**src/hw/rtl/i2ct_pkg.sv**
```systemverilog
// ----------------------------------------------------------------------------
// i2ct_pkg
// Shared types and codes for the I2C target with byte rings.
// ----------------------------------------------------------------------------
package i2ct_pkg;

	localparam logic [1:0] REQ_START    = 2'd0;
	localparam logic [1:0] REQ_OVERFLOW = 2'd1;
	localparam logic [1:0] REQ_PUSH     = 2'd2;
	localparam logic [1:0] REQ_POP      = 2'd3;

	typedef enum logic [3:0] {
		ACT_NONE     = 4'd0,
		ACT_IDLE     = 4'd1,
		ACT_ACK      = 4'd2,
		ACT_NACK     = 4'd3,
		ACT_SEND     = 4'd4,
		ACT_READ     = 4'd5,
		ACT_READ_ACK = 4'd6,
		ACT_ARM      = 4'd7,
		ACT_REWAIT   = 4'd8
	} action_t;

	typedef struct packed {
		logic [1:0] req_type;
		logic [7:0] bus_byte;
		logic       clock_still_high;
		logic [7:0] host_byte;
	} req_t;

	typedef struct packed {
		logic [3:0] line_action;
		logic [7:0] tx_byte;
		logic       push_accepted;
		logic [7:0] rx_byte;
		logic       rx_available;
		logic [2:0] bus_phase;
	} rsp_t;

	typedef struct packed {
		logic full;
		logic empty;
		logic last;
	} ring_status_t;

endpackage

```
**src/hw/rtl/i2ct_ring.sv**
```systemverilog
// ----------------------------------------------------------------------------
// i2ct_ring
// Byte ring buffer, one slot kept free; registered read data on pop.
// ----------------------------------------------------------------------------
module i2ct_ring
	import i2ct_pkg::*;
#(
	parameter int DEPTH = 16
) (
	input  logic         clk,
	input  logic         arst_n,
	input  logic         push,
	input  logic [7:0]   push_data,
	input  logic         pop,
	output ring_status_t status,
	output logic [7:0]   rd_data
);

	localparam int PW = (DEPTH > 1) ? $clog2(DEPTH) : 1;
	localparam logic [PW-1:0] LAST_IDX = PW'(DEPTH - 1);

	logic [7:0]    mem [DEPTH];
	logic [PW-1:0] head_q;
	logic [PW-1:0] tail_q;
	logic [PW-1:0] head_nxt;
	logic [PW-1:0] tail_nxt;

	assign head_nxt = (head_q == LAST_IDX) ? '0 : head_q + 1'b1;
	assign tail_nxt = (tail_q == LAST_IDX) ? '0 : tail_q + 1'b1;

	assign status.full  = (head_nxt == tail_q);
	assign status.empty = (head_q == tail_q);
	assign status.last  = (tail_nxt == head_q);

	always_ff @(posedge clk or negedge arst_n) begin
		if (!arst_n) begin
			head_q <= '0;
			tail_q <= '0;
		end else begin
			if (push) begin
				head_q <= head_nxt;
			end
			if (pop) begin
				tail_q <= tail_nxt;
			end
		end
	end

	always_ff @(posedge clk) begin
		if (push) begin
			mem[head_q] <= push_data;
		end
		if (pop) begin
			rd_data <= mem[tail_q];
		end
	end

endmodule

```
**config.mk**
```make
export PLATFORM = sky130hd
export DESIGN_NAME = i2ct_ring
export DESIGN_NICKNAME = d
export VERILOG_FILES = /design/src/hw/rtl/i2ct_pkg.sv /design/src/hw/rtl/i2ct_ring.sv
export SDC_FILE = /design/constraint.sdc
export NUM_CORES = 1
export LEC_CHECK = 0
export BUFFER_PORTS_ARGS = -buffer_cell sky130_fd_sc_hd__buf_2
export CAP_MARGIN = 20
export CORE_MARGIN = 2
export CORE_UTILIZATION = 45
export CTS_CLUSTER_DIAMETER = 100
export DETAILED_ROUTE_END_ITERATION = 10
export PLACE_DENSITY = 0.64
export SETUP_SLACK_MARGIN = 0.3
export SLEW_MARGIN = 10
export SYNTH_ARGS = -nofsm -noshare
export SYNTH_HDL_FRONTEND = slang
export SYNTH_SLANG_ARGS = --single-unit
```
**constraint.sdc**
```tcl
create_clock -name clk -period 2.69 [get_ports clk]
set_input_delay 0.269 -clock clk [delete_from_list [all_inputs] [get_ports clk]]
set_output_delay 0.269 -clock clk [all_outputs]
set_load 0.005 [all_outputs]
```
==> reports/summary.txt, run 1 <==
==========================================================================================
Run status                                                                    finished, final reports clean
Total CTS buffers                                                                       17
Number of optimization iterations in the first detailed-route pass                       5
Max Transition Viols Final                                                               0
Clock latency at the later pin of the worst-skew pair                              0.42 ns
TritonCTS clock tree                                                                   yes
Internal power component                                                        0.005425 W
Final layout net count                                                                 382
Share of total power in the clock network                                            0.325
Switch Pwr                                                                      0.002202 W
Number of I/O port buffers                                                              22
Crit path setup slack, layout                                                    0.4249 ns
Maximum single-stage delay on the critical path                                    0.41 ns
Part of the total power dissipated in sequential elements                            0.395
Routability cong.                                                                   0.7613
Least-Margin Pin Slew                                                            0.6832 ns
Clock edge transition at the registers on the reported setup and hold paths        0.06 ns
Synthesized flop and latch total                                                       144
Power per cell area                                                            1098 nW/µm²
Setup skew after layout                                                        0.007519 ns
Max rail drop VDD                                                                0.4924 mV
Number of remaining DRC errors                                                           0
Number of enable-type register cells in the synthesized netlist                        136
Detailed Route Iter0 Violations                                                        357
Minimum period implied by the final worst setup slack                             2.265 ns
Placement Rows                                                                          41
Antenna violations before repair                                                         0
Critical path required time                                                        2.42 ns
Max-capacitance violation count                                                          0
Final count of hold timing violations                                                    0
Sequential element share of the synthesized area                                    0.7256
Area occupied by multi-input gates                                                1471 µm²
Antenna diodes                                                                           0
Filler Cell Count                                                                     1021
Clock Path Buffers                                                                       2
Minimum setup slack after placement                                              0.5036 ns
Yosys Warn Count                                                                         0
Class of the most critical setup path                                         flop to output pin
Mean instance size in the synthesized netlist                                    18.74 µm²
Storage cell area                                                                 4294 µm²
Async set-reset flop share out of synthesis                                        0.05556
Ratio of cells with drive above 1 in the final layout                               0.2660
Vias                                                                                  3034
WP buf/inv                                                                               2
Vias in the first global route                                                        3010
First-pass GRT wire length                                                        18.31 mm
Signal arrival time at the worst endpoint                                          2.00 ns
Max frequency                                                                   0.4415 GHz
Post-route antenna net violation count                                                   0
Instance count of the mapped netlist                                                   315
Area Growth Syn to Fin                                                              17.61%
Largest net degree at the start of global routing                                       28
Fin crit share                                                                      0.8420
Root Buffer                                                                   sky130_fd_sc_hd__clkbuf_16
Final setup violating endpoints                                                          0
Starting density of the core                                                        0.4641
Sw frac                                                                             0.2887
Chip Height                                                                       118.5 µm
Cell type group with the largest total delay on the critical path             compound AO/OA/AOI/OAI gates
Total number of H-tree levels                                                            4
Core Region                                                                      12720 µm²
Floorplan die width                                                               118.5 µm
HP Class                                                                      primary input to flop
Die ar.                                                                          14050 µm²
Worst max-slew margin expressed relative to the limit                               0.5428
Leakage power figure                                                              2.433 nW
Predominant post-synthesis flop cell                                          sky130_fd_sc_hd__edfxtp_1
Fin Setup TNS                                                                         0 ns
Unrepaired setup endpoints after global routing                                         no
Kind of capture point of the worst setup path                                   output pin
Crit path cell chain                                                          buf_4 -> a21o_1 -> a21oi_1 -> o21a_1 -> o21a_1 -> buf_2
Average wire length per cell after detail routing                                 21.53 µm
Critical-path top delay cell                                                  sky130_fd_sc_hd__dfrtp_2
Netlist area before placement                                                     5904 µm²
Cell type with the highest occurrence count on the critical path              sky130_fd_sc_hd__o21a_1
Total I/O pin count                                                                     23
Post-detailed-route via-to-cell ratio                                                5.536
Total routed wirelength                                                           11.80 mm
Global-route usage over all layers                                                  0.1798
Sinks on the clock net                                                                 144
Critical Path Fanout Max                                                                27
Number of unique standard cell types used by synthesis                                  41
Combinational power share                                                            0.280
Sum of overflow across all layers after global routing                                   0
Nets in the synthesized netlist                                                        333
Critical Path Start Type                                                              flop
HPWL Detailed                                                                     7.589 mm
==========================================================================================
-- final timing paths --
kind / start / endpoint / slack, ns / cells past startpoint
min in group asynchronous: arst_n / tail_q[1] / 0.23 / 2
hold / removal: push / head_q[0] / 0.21 / 2
max in group asynchronous: arst_n / tail_q[0] / 2.26 / 2
hold reg to reg: head_q[2] / head_q[2] / 0.64 / 1
setup / recovery: tail_q[1] / status[0] / 0.42 / 6
setup reg to reg: tail_q[0] / rd_data[2] / 0.52 / 5
-- sequential cells by signal, summed over array words and instances (netlist names) --
name and cells:
head_q 4, rd_data 8, mem 128, tail_q 4
-- power by group through the flow --
stage | clock (W) | sequential (W) | combinational, W
2_1_floorplan | 0 | 0.00291 | 0.00164
3_3_place_gp | 0 | 0.00309 | 0.00200
3_5_place_dp | 0 | 0.00310 | 0.00202
4_1_cts | 0.00251 | 0.00303 | 0.00210
5_1_grt | 0.00260 | 0.00304 | 0.00232
6_report | 0.00248 | 0.00301 | 0.00214
-- kinds of logic after synthesis --
family | synth area share
AO/OA/AOI/OAI | 0.04704
XOR/XNOR | 0.01483
adder cells (fa/ha/maj) | 0.01271
buffers and inverters | 0.02521
flip-flops | 0.7256
multiplexers | 0.1399
AND/OR/NAND/NOR | 0.03475
-- what timing repair did --
action,in CTS,in global routing
hold buffers,1,0
setup endpoints to repair,2,2
setup buffers,1,3
gates resized for setup,2,4
cloned,0,0
endpoints found under the hold margin,8,0
-- stage by stage --
step | power (W) | util | hold WS (ns) | cell area, µm² | std cells
3_5_place_dp | 0.005119 | 0.4921 | 0.1279 | 6261 | 512
5_1_grt | 0.007957 | 0.5458 | 0.2284 | 6944 | 548
6_report | 0.007626 | 0.5458 | 0.2100 | 6944 | 548
4_1_cts | 0.007630 | 0.5435 | 0.1947 | 6914 | 545
3_3_place_gp | 0.005096 | 0.4921 | 0.1252 | 6261 | 512
2_1_floorplan | 0.004558 | - | -0.02659 | 5904 | 315
-- cells in the final DEF (no fill, tap or decap), types with 2 or more instances in the layout --
cell type	Yosys	routed
sky130_fd_sc_hd__edfxtp_1	136	136
sky130_fd_sc_hd__mux2i_1	24	24
sky130_fd_sc_hd__buf_2	4	22
sky130_fd_sc_hd__buf_4	3	22
sky130_fd_sc_hd__mux4_2	18	18
sky130_fd_sc_hd__clkbuf_16	0	17
sky130_fd_sc_hd__nor2_1	15	15
sky130_fd_sc_hd__nand2_1	9	9
sky130_fd_sc_hd__nor3_1	9	9
sky130_fd_sc_hd__a22oi_1	8	8
sky130_fd_sc_hd__a32oi_1	8	8
sky130_fd_sc_hd__o21ai_1	8	8
sky130_fd_sc_hd__xnor2_1	7	7
sky130_fd_sc_hd__mux4_1	6	6
sky130_fd_sc_hd__ha_1	6	6
sky130_fd_sc_hd__o21ai_0	5	5
sky130_fd_sc_hd__bufinv_16	0	5
sky130_fd_sc_hd__dfrtp_2	0	5
sky130_fd_sc_hd__nand3_1	4	4
sky130_fd_sc_hd__inv_1	4	3
sky130_fd_sc_hd__xor2_1	3	3
sky130_fd_sc_hd__clkinv_1	0	3
sky130_fd_sc_hd__clkinvlp_4	0	2
sky130_fd_sc_hd__nand2b_1	2	2
sky130_fd_sc_hd__a21o_1	2	2
sky130_fd_sc_hd__and3b_1	2	2
sky130_fd_sc_hd__o21a_1	2	2
sky130_fd_sc_hd__mux2_2	2	2
sky130_fd_sc_hd__clkbuf_1	1	2
sky130_fd_sc_hd__clkinv_4	0	2
sky130_fd_sc_hd__dfrtp_1	8	2
-- cell type report --
class / instances / area share
Clock buffer: 19 / 0.06234
Timing Repair Buffer: 47 / 0.04613
Tap cell: 172 / 0.03099
Sequential cell: 144 / 0.6184
Multi-Input combinational cell: 150 / 0.2119
Inverter: 4 / 0.002703
Clock inverter: 12 / 0.02757
-- synthesized netlist by cell type, types with 2 or more instances --
cell                       number  area (µm²)
sky130_fd_sc_hd__ha_1           6       75.07
sky130_fd_sc_hd__buf_2          4       20.02
sky130_fd_sc_hd__mux4_2        18       405.4
sky130_fd_sc_hd__a22oi_1        8       60.06
sky130_fd_sc_hd__mux2_2         2       22.52
sky130_fd_sc_hd__mux4_1         6       157.7
sky130_fd_sc_hd__nand2_1        9       33.78
sky130_fd_sc_hd__buf_6          3       33.78
sky130_fd_sc_hd__nand2b_1       2       12.51
sky130_fd_sc_hd__mux2i_1       24       240.2
sky130_fd_sc_hd__nand3_1        4       20.02
sky130_fd_sc_hd__edfxtp_1     136        4084
sky130_fd_sc_hd__o21a_1         2       15.01
sky130_fd_sc_hd__inv_1          4       15.01
sky130_fd_sc_hd__xnor2_1        7       61.31
sky130_fd_sc_hd__clkbuf_4       2       15.01
sky130_fd_sc_hd__a32oi_1        8       70.07
sky130_fd_sc_hd__nor2_1        15       56.30
sky130_fd_sc_hd__buf_4          3       22.52
sky130_fd_sc_hd__o21ai_0        5       25.02
sky130_fd_sc_hd__a21o_1         2       15.01
sky130_fd_sc_hd__xor2_1         3       26.28
sky130_fd_sc_hd__dfrtp_1        8       200.2
sky130_fd_sc_hd__and3b_1        2       17.52
sky130_fd_sc_hd__nor3_1         9       45.04
sky130_fd_sc_hd__o21ai_1        8       40.04
-- metal layers --
layer  vias to the layer above  wire length (µm)  track usage
met5                         -                 0            0
met4                         0               132      0.06473
met3                        14               647      0.04488
met2                        95              5513       0.2622
met1                      1547              5506       0.2635
li1                       1378                 -            -
(Power assumes the default switching activity.)
==> inputs of run 2 (changes only) <==
--- a/config.mk
+++ b/config.mk
@@ -5,6 +5,7 @@
 export SDC_FILE = /design/constraint.sdc
 export NUM_CORES = 1
 export LEC_CHECK = 0
+export ABC_AREA = 1
 export BUFFER_PORTS_ARGS = -buffer_cell sky130_fd_sc_hd__buf_2
 export CAP_MARGIN = 20
 export CORE_MARGIN = 2
==> constraint.sdc (replaced) <==
create_clock -name clk -period 2.1 [get_ports clk]
set_input_delay 0.21 -clock clk [delete_from_list [all_inputs] [get_ports clk]]
set_output_delay 0.21 -clock clk [all_outputs]
set_load 0.005 [all_outputs]
==> run 2 against run 1 <==
Compared with the run above: die area is 11% higher; utilization shrank 0.27 points; clock-buffer cell count fell by 1; global-route usage grew 2.2 points; via count up 53%; hold slack worse by 0.097 ns; sequential power is 25% higher; sequential cell count did not move; final area grew 12%.
==> reports/summary.txt, run 2 <==
=================================================================================================================
Run status                                                                                           finished, final reports clean   unchanged
Starting density of the core                                                                               0.4562   was 0.4641
TritonCTS clock tree                                                                                          yes   unchanged
Antenna violations before repair                                                                                0   unchanged
Worst max-slew margin expressed relative to the limit                                                      0.5772   was 0.5428
Core Region                                                                                             14370 µm²   was 12720 µm²
Largest net degree at the start of global routing                                                              50   was 28
Number of placed cells counting well taps                                                                     875   was 512
Crit path cell chain                                                                                 inv_2 -> ha_4 -> xnor2_2 -> nand4_1 -> nor2_1 -> buf_2   was buf_4 -> a21o_1 -> a21oi_1 -> o21a_1 -> o21a_1 -> buf_2
Total routed wirelength                                                                                  15.19 mm   was 11.80 mm
Post-route antenna net violation count                                                                          0   unchanged
Average wire length per cell after detail routing                                                        16.38 µm   was 21.53 µm
Unrepaired setup endpoints after global routing                                                               yes   was no
Mean instance size in the synthesized netlist                                                           9.769 µm²   was 18.74 µm²
Sw frac                                                                                                    0.3265   was 0.2887
Setup skew after layout                                                                               0.009323 ns   was 0.007519 ns
Max frequency                                                                                          0.5358 GHz
Busiest metal layer after global routing                                                                     met2   was met1
First-pass GRT wire length                                                                               24.07 mm   was 18.31 mm
Max rail drop VDD                                                                                       0.7035 mV   was 0.4924 mV
Combinational power share                                                                                   0.302   was 0.280
Power per cell area                                                                                   1267 nW/µm²   was 1098 nW/µm²
Max Transition Viols Final                                                                                      0   unchanged
Part of the total power dissipated in sequential elements                                                   0.381   was 0.395
Slack of the worst reg-to-reg path                                                                        0.41 ns   was 0.52 ns
Final count of hold timing violations                                                                           0   unchanged
Internal power component                                                                               0.006657 W   was 0.005425 W
Sinks on the clock net                                                                                        144   unchanged
Biggest area consumer among synthesized cells                                                        sky130_fd_sc_hd__edfxtp_1   unchanged
Signal arrival time at the worst endpoint                                                                 1.66 ns   was 2.00 ns
Met1 usage in global routing                                                                               0.2647   was 0.2635
Main combinational cell family by area after synthesis                                               simple AND/OR/NAND/NOR gates   was multiplexers
Share of total power in the clock network                                                                   0.317   was 0.325
Area Growth Syn to Fin                                                                                     19.05%   was 17.61%
Kind of capture point of the worst setup path                                                          output pin   unchanged
Number of unique standard cell types used by synthesis                                                         19   was 41
Vias                                                                                                         4652   was 3034
Met2 layer usage reported by global route                                                                  0.3292   was 0.2622
Storage cell area                                                                                        4294 µm²   unchanged
Most common library cells after synthesis                                                            232 x sky130_fd_sc_hd__nand2_1, 136 x sky130_fd_sc_hd__edfxtp_1, 130 x sky130_fd_sc_hd__inv_1   was 136 x sky130_fd_sc_hd__edfxtp_1, 24 x sky130_fd_sc_hd__mux2i_1, 18 x sky130_fd_sc_hd__mux4_2
Fin area                                                                                                 7804 µm²   was 6944 µm²
Vias in the first global route                                                                               4551   was 3010
Number of flip-flops under the largest register name                                                          128   unchanged
Commonest non-fill, non-tap cells in the layout                                                      229 x sky130_fd_sc_hd__nand2_1, 136 x sky130_fd_sc_hd__edfxtp_1, 125 x sky130_fd_sc_hd__inv_1, 91 x sky130_fd_sc_hd__nand3_1, 38 x sky130_fd_sc_hd__buf_4   was 136 x sky130_fd_sc_hd__edfxtp_1, 24 x sky130_fd_sc_hd__mux2i_1, 22 x sky130_fd_sc_hd__buf_2, 22 x sky130_fd_sc_hd__buf_4, 18 x sky130_fd_sc_hd__mux4_2
GR Layer Usage met3                                                                                       0.04124   was 0.04488
Number of remaining DRC errors                                                                                  0   unchanged
Critical Path Start Type                                                                                     flop   unchanged
Post-detailed-route via-to-cell ratio                                                                       5.018   was 5.536
Clock latency at the later pin of the worst-skew pair                                                     0.42 ns   about the same
WP buf/inv                                                                                                      2   unchanged
Async set-reset flop share out of synthesis                                                               0.05556   unchanged
Number of standard cells in the final layout excluding fillers                                                927   was 548
Detailed Route Iter0 Violations                                                                               529   was 357
Instance count of the mapped netlist                                                                          671   was 315
Class of the most critical setup path                                                                flop to output pin   unchanged
Fin crit share                                                                                             0.8888
Leakage power figure                                                                                     3.508 nW   was 2.433 nW
Chip Height                                                                                              124.7 µm   was 118.5 µm
Register name with the most flops                                                                             mem   unchanged
Critical Path Fanout Max                                                                                        6   was 27
Switch Pwr                                                                                             0.003227 W   was 0.002202 W
Total number of H-tree levels                                                                                   4   unchanged
Arithmetic-cell share of the synthesized area counting full adders, half adders and majority gates        0.01145   was 0.01271
Antenna diodes                                                                                                  0   unchanged
Final layout net count                                                                                        748   was 382
Placed Instance Area                                                                                     6923 µm²   was 6261 µm²
Root Buffer                                                                                          sky130_fd_sc_hd__clkbuf_16   unchanged
Dominant cell by count in the synthesized netlist                                                    sky130_fd_sc_hd__nand2_1   was sky130_fd_sc_hd__edfxtp_1
Placement Rows                                                                                                 44   was 41
Max-capacitance violation count                                                                                 0   unchanged
Global-route usage over all layers                                                                         0.2016   was 0.1798
Clock edge transition at the registers on the reported setup and hold paths                               0.06 ns   about the same
Netlist area before placement                                                                            6555 µm²   was 5904 µm²
Final setup violating endpoints                                                                                 0   unchanged
Floorplan die width                                                                                      124.7 µm   was 118.5 µm
Critical-path top delay cell                                                                         sky130_fd_sc_hd__dfrtp_2   unchanged
HP Class                                                                                             primary input to flop   unchanged
Number of optimization iterations in the first detailed-route pass                                              5   unchanged
Yosys Warn Count                                                                                                0   unchanged
Total I/O pin count                                                                                            23   unchanged
Predominant post-synthesis flop cell                                                                 sky130_fd_sc_hd__edfxtp_1   unchanged
HPWL Detailed                                                                                            9.472 mm   was 7.589 mm
Number of enable-type register cells in the synthesized netlist                                               136   unchanged
Nets in the synthesized netlist                                                                               689   was 333
Sequential element share of the synthesized area                                                           0.6536   was 0.7256
Compound-Gate Fraction of Synth Area                                                                     0.006872   was 0.04704
Synthesized flop and latch total                                                                              144   unchanged
Critical path required time                                                                               1.89 ns   was 2.42 ns
Biggest regs                                                                                         mem (128), rd_data (8)   unchanged
Maximum single-stage delay on the critical path                                                           0.45 ns   was 0.41 ns
Clock Path Buffers                                                                                              2   unchanged
Die ar.                                                                                                 15550 µm²   was 14050 µm²
Area share of and/or/nand/nor cells after synthesis                                                        0.2174   was 0.03475
Number of I/O port buffers                                                                                     22   unchanged
Cells taking the most area after synthesis                                                           sky130_fd_sc_hd__edfxtp_1 62%, sky130_fd_sc_hd__nand2_1 13%, sky130_fd_sc_hd__inv_1 7.4%, sky130_fd_sc_hd__nand3_1 7.1%, sky130_fd_sc_hd__dfrtp_1 3.1%   was sky130_fd_sc_hd__edfxtp_1 69%, sky130_fd_sc_hd__mux4_2 6.9%, sky130_fd_sc_hd__mux2i_1 4.1%, sky130_fd_sc_hd__dfrtp_1 3.4%, sky130_fd_sc_hd__mux4_1 2.7%
Fin Setup TNS                                                                                                0 ns   unchanged
Minimum period implied by the final worst setup slack                                                    1.866 ns
Routability cong.                                                                                          0.8694   was 0.7613
Final total power                                                                                      0.009884 W   was 0.007626 W
Total CTS buffers                                                                                              17   unchanged
Cell type group with the largest total delay on the critical path                                      flip-flops   was compound AO/OA/AOI/OAI gates
Share of the synthesized area in the top cell type                                                         0.6230   was 0.6917
Filler Cell Count                                                                                            1229   was 1021
Xor/xnor cell area share of the yosys netlist                                                            0.006681   was 0.01483
Area occupied by multi-input gates                                                                       1659 µm²   was 1471 µm²
Mux contribution to synthesized area                                                                            0   was 0.1399
Commonest non-fill, non-tap cell in the layout                                                       sky130_fd_sc_hd__nand2_1   was sky130_fd_sc_hd__edfxtp_1
Sum of overflow across all layers after global routing                                                          0   unchanged
Least-Margin Pin Slew                                                                                   0.6319 ns   was 0.6832 ns
Ratio of cells with drive above 1 in the final layout                                                      0.1629   was 0.2660
=================================================================================================================
==> run 2: timing repair <==
item / CTS / global route
setup endpoints to repair: 3 / 3
hold endpoints to repair: 8 / 0
setup buffers: 19 / 0
pin swaps: 9 / 6
gates resized for setup: 26 / 8
hold buffers: 1 / 0
==> run 2: power groups by stage <==
stage               combinational (W)  clock [W]  sequential (W)
floorplan                     0.00181          0         0.00371
global placement              0.00247          0         0.00384
detailed placement            0.00249          0         0.00385
CTS                           0.00290    0.00317         0.00376
global route                  0.00330    0.00330         0.00379
finish                        0.00298    0.00313         0.00377
==> run 2: logic make-up after synthesis <==
kind of cell,after synthesis
DFF,144
and+or+nand+nor,347
buffers and inverters,160
adders and majority gates,6
AOI/OAI and AO/OA,9
xor gates and xnor gates,5
==> run 2: layout make-up <==
type | count | area share
inverter | 134 | 0.06558
sequential | 144 | 0.5503
tap | 184 | 0.02950
clock buffer | 18 | 0.05499
multi-input combinational | 367 | 0.2126
timing repair buffer | 66 | 0.06301
clock inverter | 14 | 0.02405
==> run 2: routing by layer <==
metal  up-vias  wire length (µm)
li1       2241                 -
met1      2223              6563
met2       167              7347
met3        21               949
met4         0               327
met5         -                 0
==> run 2: worst paths after layout <==
path                                 from  depth (start not counted)         end
worst max-delay path            head_q[1]                          6   status[2]
worst min-delay path                 push                          2   head_q[3]
worst max register to register  tail_q[3]                          7  rd_data[2]
worst min register to register  tail_q[3]                          2   tail_q[3]
max in group asynchronous          arst_n                          2   head_q[0]
min in group asynchronous          arst_n                          2   tail_q[3]
==> run 2: stage by stage <==
| stage | utilization | hold slack (ns) | setup WS (ns) |
|---|---|---|---|
| detailed placement | 0.4818 | 0.07619 | 0.4231 |
| CTS | 0.5414 | 0.08637 | 0.2492 |
| global placement | 0.4818 | 0.07040 | 0.4405 |
| global route | 0.5431 | 0.1239 | 0.1512 |
| floorplan | - | -0.08559 | 0.4968 |
| finish | 0.5431 | 0.1132 | 0.2336 |
==> run 2: worst register-to-register path: cells and delay by family (launching register included) <==
kind	cells	cell delay (ns)
buffers and inverters	3	0.37
DFF	1	0.44
and+or+nand+nor	4	0.77
==> inputs of run 3 (changes only) <==
==> constraint.sdc (replaced) <==
create_clock -name clk -period 2.3 [get_ports clk]
set_input_delay 0.345 -clock clk [delete_from_list [all_inputs] [get_ports clk]]
set_output_delay 0.345 -clock clk [all_outputs]
set_load 0.005 [all_outputs]
==> run 3 against run 2 <==
Compared with the run above: hold slack better by 0.16 ns; critical path depth grew 3; final area rose by 0.48%; routed wire length up 2.0%; highest routed layer unchanged; power fell by 8.9%; largest cell class unchanged; clock-buffer cell count rose by 1; die area stayed put.
==> reports/summary.txt, run 3 (synthesis results as in run 2) <==
==========================================================================================
Run status                                                                    finished, final reports clean   unchanged
Critical path required time                                                        1.96 ns   was 1.89 ns
Antenna diodes                                                                           0   unchanged
Post-route antenna net violation count                                                   0   unchanged
Kind of capture point of the worst setup path                                   output pin   unchanged
Number of optimization iterations in the first detailed-route pass                       5   unchanged
Leakage power figure                                                              3.524 nW   was 3.508 nW
Number of I/O port buffers                                                              22   unchanged
Clock Path Buffers                                                                       2   unchanged
Vias                                                                                  4630   was 4652
Least-Margin Pin Slew                                                            0.7029 ns   was 0.6319 ns
Met1 usage in global routing                                                        0.2733   was 0.2647
Max rail drop VDD                                                                0.5638 mV   was 0.7035 mV
Biggest regs                                                                  mem (128), rd_data (8)   unchanged
Max frequency                                                                   0.4859 GHz
Number of placed cells counting well taps                                              874   was 875
Setup skew after layout                                                        0.005314 ns   was 0.009323 ns
Fin crit share                                                                      0.8949
Minimum period implied by the final worst setup slack                             2.058 ns
Power per cell area                                                            1148 nW/µm²   was 1267 nW/µm²
Die ar.                                                                          15550 µm²   unchanged
Clock edge transition at the registers on the reported setup and hold paths        0.06 ns   about the same
Signal arrival time at the worst endpoint                                          1.71 ns   was 1.66 ns
Commonest non-fill, non-tap cells in the layout                               229 x sky130_fd_sc_hd__nand2_1, 136 x sky130_fd_sc_hd__edfxtp_1, 125 x sky130_fd_sc_hd__inv_1, 93 x sky130_fd_sc_hd__nand3_1, 36 x sky130_fd_sc_hd__buf_4   was 229 x sky130_fd_sc_hd__nand2_1, 136 x sky130_fd_sc_hd__edfxtp_1, 125 x sky130_fd_sc_hd__inv_1, 91 x sky130_fd_sc_hd__nand3_1, 38 x sky130_fd_sc_hd__buf_4
Antenna violations before repair                                                         0   unchanged
Busiest metal layer after global routing                                              met2   unchanged
Root Buffer                                                                   sky130_fd_sc_hd__clkbuf_16   unchanged
Routability cong.                                                                   0.8546   was 0.8694
Number of standard cells in the final layout excluding fillers                         926   was 927
Chip Height                                                                       124.7 µm   unchanged
Total number of H-tree levels                                                            4   unchanged
HPWL Detailed                                                                     9.074 mm   was 9.472 mm
Number of remaining DRC errors                                                           0   unchanged
Post-detailed-route via-to-cell ratio                                                5.000   was 5.018
Global-route usage over all layers                                                  0.2009   was 0.2016
TritonCTS clock tree                                                                   yes   unchanged
Average wire length per cell after detail routing                                 16.74 µm   was 16.38 µm
Core Region                                                                      14370 µm²   unchanged
Max Transition Viols Final                                                               0   unchanged
Max-capacitance violation count                                                          0   unchanged
HP Class                                                                      primary input to flop   unchanged
Final count of hold timing violations                                                    0   unchanged
Critical Path Fanout Max                                                                 6   unchanged
First-pass GRT wire length                                                        23.52 mm   was 24.07 mm
Starting density of the core                                                        0.4562   unchanged
Number of flip-flops under the largest register name                                   128   unchanged
Area Growth Syn to Fin                                                              19.62%   was 19.05%
Clock latency at the later pin of the worst-skew pair                              0.41 ns   was 0.42 ns
Class of the most critical setup path                                         flop to output pin   unchanged
Unrepaired setup endpoints after global routing                                        yes   unchanged
Total routed wirelength                                                           15.50 mm   was 15.19 mm
Fin Setup TNS                                                                         0 ns   unchanged
Largest net degree at the start of global routing                                       35   was 50
Placement Rows                                                                          44   unchanged
Worst max-slew margin expressed relative to the limit                               0.5307   was 0.5772
Total I/O pin count                                                                     23   unchanged
Critical Path Start Type                                                              flop   unchanged
Register name with the most flops                                                      mem   unchanged
Sum of overflow across all layers after global routing                                   0   unchanged
Floorplan die width                                                               124.7 µm   unchanged
Met2 layer usage reported by global route                                           0.3157   was 0.3292
Vias in the first global route                                                        4308   was 4551
GR Layer Usage met3                                                                0.04167   was 0.04124
Ratio of cells with drive above 1 in the final layout                               0.1550   was 0.1629
Final setup violating endpoints                                                          0   unchanged
Final layout net count                                                                 748   unchanged
Sinks on the clock net                                                                 144   unchanged
Commonest non-fill, non-tap cell in the layout                                sky130_fd_sc_hd__nand2_1   unchanged
Detailed Route Iter0 Violations                                                        412   was 529
Total CTS buffers                                                                       17   unchanged
==========================================================================================
[run 3: cell types whose count changed in the layout (fill, tap and decap cells not counted), sizes merged]
cell	delta
inv	-4
clkbuf	+3
clkinv	+2
bufbuf	+1
buf	-3
[run 3: per-stage QoR]
| stage | hold WS, ns | instance area, µm² | worst slack [ns] | total power, W | utilization |
|---|---|---|---|---|---|
| 2_1_floorplan | 0.04941 | 6555 | 0.6968 | 0.005041 | - |
| 4_1_cts | 0.2519 | 7672 | 0.2607 | 0.008799 | 0.5340 |
| 6_report | 0.2714 | 7841 | 0.2418 | 0.009004 | 0.5457 |
| 5_1_grt | 0.3202 | 7841 | 0.09194 | 0.009447 | 0.5457 |
| 3_3_place_gp | 0.2087 | 6903 | 0.5590 | 0.005762 | 0.4804 |
| 3_5_place_dp | 0.2119 | 6903 | 0.5001 | 0.005778 | 0.4804 |
[run 3: report_power, final]
group | total, W | leakage [nW] | switching, W | internal (W)
clock network | 0.00280 | 0.292 | 0.00100 | 0.00180
registers | 0.00343 | 1.32 | 0.000192 | 0.00324
logic | 0.00277 | 1.91 | 0.00173 | 0.00104
[run 3: routing by layer]
| metal | up-vias | wire length [µm] |
|---|---|---|
| li1 | 2236 | - |
| met1 | 2186 | 6764 |
| met5 | - | 0 |
| met2 | 171 | 7363 |
| met4 | 0 | 425 |
| met3 | 37 | 943 |
[run 3: area by class of cell]
type	instances	area [µm²]
tap	184	230.2
fill	1245	6528
clock buffer	19	432.9
timing repair buffer	66	560.5
clock inverter	12	167.7
multi-input combinational	367	1637
sequential	144	4294
inverter	134	519.2
[run 3: critical path, cell delays in order (launching register included)]
cell and delay, ns:
sky130_fd_sc_hd__dfrtp_2 0.49, sky130_fd_sc_hd__ha_4 0.21, sky130_fd_sc_hd__inv_2 0.07, sky130_fd_sc_hd__nand2_2 0.06
sky130_fd_sc_hd__nand2_2 0.08, sky130_fd_sc_hd__nand2_2 0.05, sky130_fd_sc_hd__nand2_1 0.05, sky130_fd_sc_hd__nand3_1 0.06
sky130_fd_sc_hd__nor2_1 0.09, sky130_fd_sc_hd__buf_2 0.11
[run 3: repair_timing]
item                                    CTS  global route
hold endpoints to repair                  8             0
gates resized for setup                  22            11
buffers inserted                          8             9
endpoints found under the setup margin    3             3
pin swaps                                 2             6
hold buffers                              1             0
cloned                                    1             2
[run 3: final timing paths]
path                                 from    endpoint  slack [ns]  cells past startpoint
worst min-delay path                 push   head_q[1]        0.27                      3
max in group asynchronous          arst_n   tail_q[2]        1.76                      2
worst max register to register  tail_q[1]  rd_data[6]        0.47                      8
worst max-delay path            tail_q[0]   status[0]        0.24                      9
min in group asynchronous          arst_n   head_q[1]        0.33                      2
worst min register to register  tail_q[3]   tail_q[3]        0.61                      2
